--- config.mk ---
export PLATFORM = sky130hd
export DESIGN_NAME = mlfq_ctrl
export DESIGN_NICKNAME = d
export VERILOG_FILES = /design/src/sv/mlfq_pkg.sv /design/src/sv/mlfq_ctrl.sv
export SDC_FILE = /design/constraint.sdc
export NUM_CORES = 1
export LEC_CHECK = 0
export BUFFER_PORTS_ARGS = -buffer_cell sky130_fd_sc_hd__clkbuf_2
export CELL_PAD_IN_SITES_DETAIL_PLACEMENT = 1
export CELL_PAD_IN_SITES_GLOBAL_PLACEMENT = 2
export CORE_UTILIZATION = 25
export DETAILED_ROUTE_END_ITERATION = 7
export GPL_TIMING_DRIVEN = 0
export HOLD_SLACK_MARGIN = 0.12
export PLACE_DENSITY_LB_ADDON = 0.1
export SETUP_SLACK_MARGIN = 0.1
export SKIP_LAST_GASP = 1
export SYNTH_ARGS = -nofsm -noshare
export SYNTH_HDL_FRONTEND = slang
export SYNTH_SLANG_ARGS = --single-unit
export TNS_END_PERCENT = 1
--- constraint.sdc ---
create_clock -name clk -period 2.2 [get_ports clk]
set_input_delay 0.44 -clock clk [delete_from_list [all_inputs] [get_ports clk]]
set_output_delay 0.44 -clock clk [all_outputs]
set_load 0.05 [all_outputs]
--- src/sv/mlfq_pkg.sv ---
// ----------------------------------------------------------------------------
// Feedback queue scheduler package
// Shared constants, codes and the command and status structures that join
// the controller and the datapath.
// ----------------------------------------------------------------------------
package mlfq_pkg;

  localparam int MAX_PROCS_DEF  = 16;
  localparam int MAX_BURSTS_DEF = 16;

  localparam int TIME_W     = 12;
  localparam int CNT_W      = 24;
  localparam int QUANT_W    = 8;
  localparam int PCNT_W     = 5;
  localparam int PIDX_W     = 4;
  localparam int CFG_IDX_W  = 2;
  localparam int CFG_DATA_W = 8;

  localparam logic [QUANT_W-1:0] Q1_RESET     = 8'd7;
  localparam logic [QUANT_W-1:0] Q2_RESET     = 8'd14;
  localparam logic [PCNT_W-1:0]  PCOUNT_RESET = 5'd9;
  localparam logic [CNT_W-1:0]   CNT_MAX      = 24'hFFFFFF;

  // Configuration register indexes.
  localparam logic [CFG_IDX_W-1:0] CFG_QUANTUM1 = 2'd0;
  localparam logic [CFG_IDX_W-1:0] CFG_QUANTUM2 = 2'd1;
  localparam logic [CFG_IDX_W-1:0] CFG_PCOUNT   = 2'd2;

  // Input operation codes.
  localparam logic OP_APPEND = 1'b0;
  localparam logic OP_RUN    = 1'b1;

  typedef enum logic [1:0] {
    QUEUE_TOP,
    QUEUE_MID,
    QUEUE_LOW
  } queue_t;

  typedef enum logic [1:0] {
    MODE_L1,
    MODE_L2,
    MODE_L3,
    MODE_IDLE
  } mode_t;

  typedef struct packed {
    logic   clear_run;
    logic   load_wr;
    logic   idx_clr;
    logic   idx_inc;
    logic   init_push;
    logic   pop;
    queue_t pop_q;
    logic   dispatch;
    logic   load_rb;
    logic   tick;
    logic   io_pop;
    logic   preempt;
    logic   end_slice;
    mode_t  mode;
  } ctrl_cmd_t;

  typedef struct packed {
    logic top_ne;
    logic mid_ne;
    logic low_ne;
    logic io_ne;
    logic io_head_zero;
    logic rb_nz;
    logic t_lt_q;
    logic idx_last;
    logic n_zero;
  } dp_status_t;

  function automatic logic [CNT_W-1:0] sat_inc(input logic [CNT_W-1:0] v);
    return (v == CNT_MAX) ? v : v + 1'b1;
  endfunction

  function automatic queue_t queue_of(input mode_t m);
    queue_t q;
    case (m)
      MODE_L1: q = QUEUE_TOP;
      MODE_L2: q = QUEUE_MID;
      default: q = QUEUE_LOW;
    endcase
    return q;
  endfunction

endpackage

--- src/sv/mlfq_ctrl.sv ---
// ----------------------------------------------------------------------------
// Scheduler controller
// Sequences loading, run setup, dispatch, ticks, I/O returns and reporting.
// ----------------------------------------------------------------------------
module mlfq_ctrl (
  input  logic                  clk,
  input  logic                  rst_n,
  input  logic                  in_valid,
  input  logic                  in_operation,
  output logic                  in_ready,
  output logic                  out_valid,
  input  logic                  out_ready,
  input  mlfq_pkg::dp_status_t  status,
  output mlfq_pkg::ctrl_cmd_t   cmd
);
  typedef enum logic [3:0] {
    S_IDLE,
    S_CLEAR,
    S_INIT,
    S_SCHED,
    S_DISP,
    S_LOAD,
    S_CHECK,
    S_TICK,
    S_RELEASE,
    S_END,
    S_OUT
  } state_t;

  state_t          state_r, state_nxt;
  mlfq_pkg::mode_t mode_r, mode_nxt;
  logic            after_tick_r, after_tick_nxt;
  logic            cont, any_ready;

  assign any_ready = status.top_ne || status.mid_ne || status.low_ne;

  always_comb begin
    state_nxt      = state_r;
    mode_nxt       = mode_r;
    after_tick_nxt = after_tick_r;
    cmd            = '0;
    cmd.mode       = mode_r;
    in_ready       = 1'b0;
    out_valid      = 1'b0;
    cont           = (mode_r == mlfq_pkg::MODE_L3) ? status.rb_nz
                                                   : (status.t_lt_q && status.rb_nz);
    case (state_r)
      S_IDLE: begin
        in_ready = 1'b1;
        if (in_valid) begin
          if (in_operation == mlfq_pkg::OP_RUN) begin
            state_nxt = S_CLEAR;
          end else begin
            cmd.load_wr = 1'b1;
          end
        end
      end
      S_CLEAR: begin
        cmd.clear_run = 1'b1;
        cmd.idx_clr   = 1'b1;
        state_nxt     = S_INIT;
      end
      S_INIT: begin
        if (status.n_zero) begin
          state_nxt = S_SCHED;
        end else begin
          cmd.init_push = 1'b1;
          if (status.idx_last) begin
            state_nxt = S_SCHED;
          end else begin
            cmd.idx_inc = 1'b1;
          end
        end
      end
      S_SCHED: begin
        if (status.top_ne) begin
          cmd.pop   = 1'b1;
          cmd.pop_q = mlfq_pkg::QUEUE_TOP;
          mode_nxt  = mlfq_pkg::MODE_L1;
          state_nxt = S_DISP;
        end else if (status.mid_ne) begin
          cmd.pop   = 1'b1;
          cmd.pop_q = mlfq_pkg::QUEUE_MID;
          mode_nxt  = mlfq_pkg::MODE_L2;
          state_nxt = S_DISP;
        end else if (status.low_ne) begin
          cmd.pop   = 1'b1;
          cmd.pop_q = mlfq_pkg::QUEUE_LOW;
          mode_nxt  = mlfq_pkg::MODE_L3;
          state_nxt = S_DISP;
        end else if (status.io_ne) begin
          mode_nxt  = mlfq_pkg::MODE_IDLE;
          state_nxt = S_TICK;
        end else begin
          cmd.idx_clr = 1'b1;
          state_nxt   = status.n_zero ? S_IDLE : S_OUT;
        end
      end
      S_DISP: begin
        cmd.dispatch   = 1'b1;
        after_tick_nxt = 1'b0;
        state_nxt      = S_LOAD;
      end
      S_LOAD: begin
        cmd.load_rb = 1'b1;
        state_nxt   = S_CHECK;
      end
      S_CHECK: begin
        if (mode_r == mlfq_pkg::MODE_IDLE) begin
          state_nxt = (any_ready || !status.io_ne) ? S_SCHED : S_TICK;
        end else if (after_tick_r && status.rb_nz &&
                     (((mode_r == mlfq_pkg::MODE_L2) && status.top_ne) ||
                      ((mode_r == mlfq_pkg::MODE_L3) &&
                       (status.top_ne || status.mid_ne)))) begin
          // A higher level became ready: the runner goes back to its own queue.
          cmd.preempt = 1'b1;
          state_nxt   = S_SCHED;
        end else if (cont) begin
          state_nxt = S_TICK;
        end else begin
          state_nxt = S_END;
        end
      end
      S_TICK: begin
        cmd.tick       = 1'b1;
        after_tick_nxt = 1'b1;
        state_nxt      = S_RELEASE;
      end
      S_RELEASE: begin
        if (status.io_head_zero) begin
          cmd.io_pop = 1'b1;
        end else begin
          state_nxt = S_CHECK;
        end
      end
      S_END: begin
        cmd.end_slice = 1'b1;
        state_nxt     = S_SCHED;
      end
      S_OUT: begin
        out_valid = 1'b1;
        if (out_ready) begin
          if (status.idx_last) begin
            state_nxt = S_IDLE;
          end else begin
            cmd.idx_inc = 1'b1;
          end
        end
      end
      default: state_nxt = S_IDLE;
    endcase
  end

  always_ff @(posedge clk) begin
    if (!rst_n) begin
      state_r      <= S_IDLE;
      mode_r       <= mlfq_pkg::MODE_L1;
      after_tick_r <= 1'b0;
    end else begin
      state_r      <= state_nxt;
      mode_r       <= mode_nxt;
      after_tick_r <= after_tick_nxt;
    end
  end
endmodule

==> qor.tcl <==
set qor(outcome) {finished, final reports clean}
set qor(initial_antenna_violation_count) 0
set qor(hold_fix_buffers_at_cts) 0
set qor(post-cts-setup-buffers) 0
set qor(fmax_mhz) 473.1
set qor(design.die.area_mm2) 0.003195
set qor(timing.critical_path.max_delay_family) {simple AND/OR/NAND/NOR gates}
set qor(worstHoldPathType) {flip-flop to flip-flop}
set qor(pins_over_slew_limit) 0
set qor(slew_headroom) 0.5712
set qor(path_class) {flip-flop to output pin}
set qor(critical_path_slowest_stage_cell) {or3_4}
set qor(route.final.wire_length_um) 2478
set qor(timing.max_cap.violations) 0
set qor(drt_pre_antenna_iters) 4
set qor(cts.reportedPaths.clkPinSlew_ps) 60
set qor(finalWorstPathRequiredPeriod_ps) 2114
set qor(htree_levels) 1
set qor(worstReg2RegStart) {state_r[1]}
set qor(final_nets) 148
set qor(drive_gt1_frac) 0.4286
set qor(layout.filler_cells) 354
set qor(tightest_slew_ps) 637.3
set qor(via_count) 875
set qor(ys.flop_type) {dfxtp_1}
set qor(number_of_buffer_cells_added_on_primary_ports) 31
set qor(routed_wire_length_per_instance_um) 15.11
set qor(clock-sinks) 7
set qor(synthTopCellsByCount) {nor2_1, a21oi_1, dfxtp_1, o21ai_0}
set qor(maximum_number_of_pins_on_one_net_before_global_route_repair) 11
set qor(yosysTopAreaCell) {dfxtp_1}
set qor(rsz0062_at_grt) {true}
set qor(cp.buffers_inverters) 2
set qor(critPathCaptureType) {output pin}
set qor(design.portCount) 32
set qor(power_leakage_nw) 0.4358
set qor(number_of_enable_flip_flop_cells_after_synthesis) 0
set qor(fin_crit_sh) 0.9608
set qor(cp.required_ps) 1760
set qor(netlist.area_leader.share) 0.1886
set qor(setup_total_negative_slack_ps) 0
set qor(gate_count_of_the_mapped_netlist) 98
set qor(worstHoldPathCells) 2
set qor(worst_clock_skew_on_the_final_layout_ps) 5.245
set qor(via_count_of_the_first_global_routing_pass) 883
set qor(cts-buffers-inserted) 3
set qor(cts.root.buffer_cell) {clkbuf_4}
set qor(setup_viol) 0
set qor(endpoint_of_the_worst_hold_timing_path) {after_tick_r}
set qor(fp.dieW_um) 56.53
set qor(post_synth_instance_area_um2) 743.2
set qor(areaGrowthSynthToFinish_pct) 34.51
set qor(cts_repair_resize_count) 1
set qor(weighted_congestion_reported_at_the_end_of_routability_driven_placement) 0.7928
set qor(layout.cell_area.non_filler_um2) 999.7
set qor(clock_tree_from_tritoncts) {yes}
set qor(dpl.hpwl_um) 1955
set qor(power_density_mw_per_mm2) 395.8
set qor(floorplan.core_area_mm2) 0.002781
set qor(remaining_drc_errors) 0
set qor(rrSetupSlack_ps) 740
set qor(antennaDiodeCount) 0
set qor(ys_ff_latch) 7
set qor(rows) 19
set qor(seq_area_frac_synth) 0.1886
set qor(post_syn_nets) 112
set qor(cts.path.max_buffers) 2
set qor(drtAntennaViolNets) 0
set qor(worstPathArrival_ps) 1670
set qor(worst_hold_startpoint) {after_tick_r}
set qor(yosys_warnings) 0
set qor(clock_insertion_delay_worst_skew_ps) 250
set qor(chipHeight_um) 56.53
set qor(netlist_top_cells_area) {dfxtp_1, a21oi_1, o21ai_0}
set qor(path_cells) {buf_2 > or3_4 > nor3_1 > buf_4}
set qor(synthMostInstantiatedCell) {nor2_1}
set qor(postPlaceCellArea_um2) 954.7
set qor(syn_area_per_cell_um2) 7.584
set qor(initial_utilization) 0.2672
set qor(postSynth.asyncResetShare) 0
set qor(cp_max_fo) 10
set qor(critical_path.startpoint_type) {flip-flop}
set qor(timing.reg2reg.worst_path_depth) 5
set qor(grt_use_total) 0.1627
set qor(netlist-cell-type-count) 39
set qor(ir_worst_vdd_uv) 210.1
set qor(finalCoreUtilization) 0.3594
set qor(worst_r2r_end) {state_r[1]}
set qor(hold_viol) 0
set qor(global_route_total_overflow) 0
set qor(critical_path.max_stage_delay_ps) 430
set qor(grt_pass1_wl_um) 4112
set qor(post_drt_via_cell_ratio) 5.335
set qor(drc_marker_count_from_the_first_detailed_route_iteration) 26
## worst register-to-register path: stages, from the launching register on
cell and delay, ps:
dfxtp_1 410, buf_2 270, nand2b_1 250, nand4_1 130, a31oi_1 210, o21ai_1 80
## cells in the final DEF, fill, tap and decap left out, drive strengths merged, types with 2 or more instances in the layout
cell	instances
or3	3
nor2b	2
a21oi	8
a21o	2
clkbuf	33
nor3	6
o211ai	2
and3	2
dfxtp	7
nor2	10
buf	10
nand2	6
o21ai	10
nand2b	4
o21a	2
nor4	5
inv	6
## registers in the layout (all words and copies together) (netlist names)
name and flops:
state_r 4, mode_r 2, after_tick_r 1
## where the power goes
part | internal [mW] | leakage, nW | total (mW) | switching [mW]
clock network | 0.0695 | 0.0150 | 0.121 | 0.0512
logic | 0.0436 | 0.364 | 0.140 | 0.0968
registers | 0.131 | 0.0566 | 0.135 | 0.00372
total | 0.244 | 0.436 | 0.396 | 0.152
## layer usage
| metal | up-vias | global-route usage | share of wire |
|---|---|---|---|
| met5 | - | 0 | 0 |
| met4 | 0 | 0.04181 | 0.0081 |
| met3 | 4 | 0.02304 | 0.056 |
| met2 | 28 | 0.2706 | 0.48 |
| met1 | 409 | 0.2194 | 0.46 |
| li1 | 434 | - | - |
## worst max-delay path by stage
| stage | endpoint | cells after the start | slack [ps] | startpoint |
|---|---|---|---|---|
| floorplan | cmd[14] | 4 | -400 | state_r[3] |
| global placement | cmd[8] | 5 | 260 | state_r[3] |
| detailed placement | cmd[13] | 4 | 160 | status[8] |
| CTS | cmd[8] | 5 | -30 | state_r[3] |
| global route | cmd[14] | 5 | 30 | state_r[3] |
| finish | cmd[8] | 4 | 90 | state_r[2] |
## per-stage QoR
step,std cells,hold slack [ps],power [mW],setup slack (ps)
global placement,160,491.9,0.2769,256.5
finish,164,505.5,0.3957,86.22
detailed placement,160,511.1,0.2785,164.0
CTS,164,518.1,0.4011,-27.42
floorplan,98,465.5,0.2326,-402.9
global route,164,541.4,0.4141,28.88
## cells by family (layout without fill, tap and decap cells)
family | Yosys count | in the layout | synth area share
flip-flops | 7 | 7 | 0.1885
buffers and inverters | 14 | 49 | 0.1128
AND/OR/NAND/NOR | 42 | 42 | 0.3367
AO/OA/AOI/OAI | 35 | 35 | 0.3620
## layout make-up
cell class,count,area [µm²],area share
plain buffers,8,61.31,0.06133
clock buffers,4,26.28,0.02628
inverters,6,22.52,0.02253
multi-input cells,77,553.0,0.5532
flip-flops and latches,7,140.1,0.1402
well taps,31,38.79,0.03880
repair buffers,31,157.7,0.1577
Power figures use the tool's default switching activity.
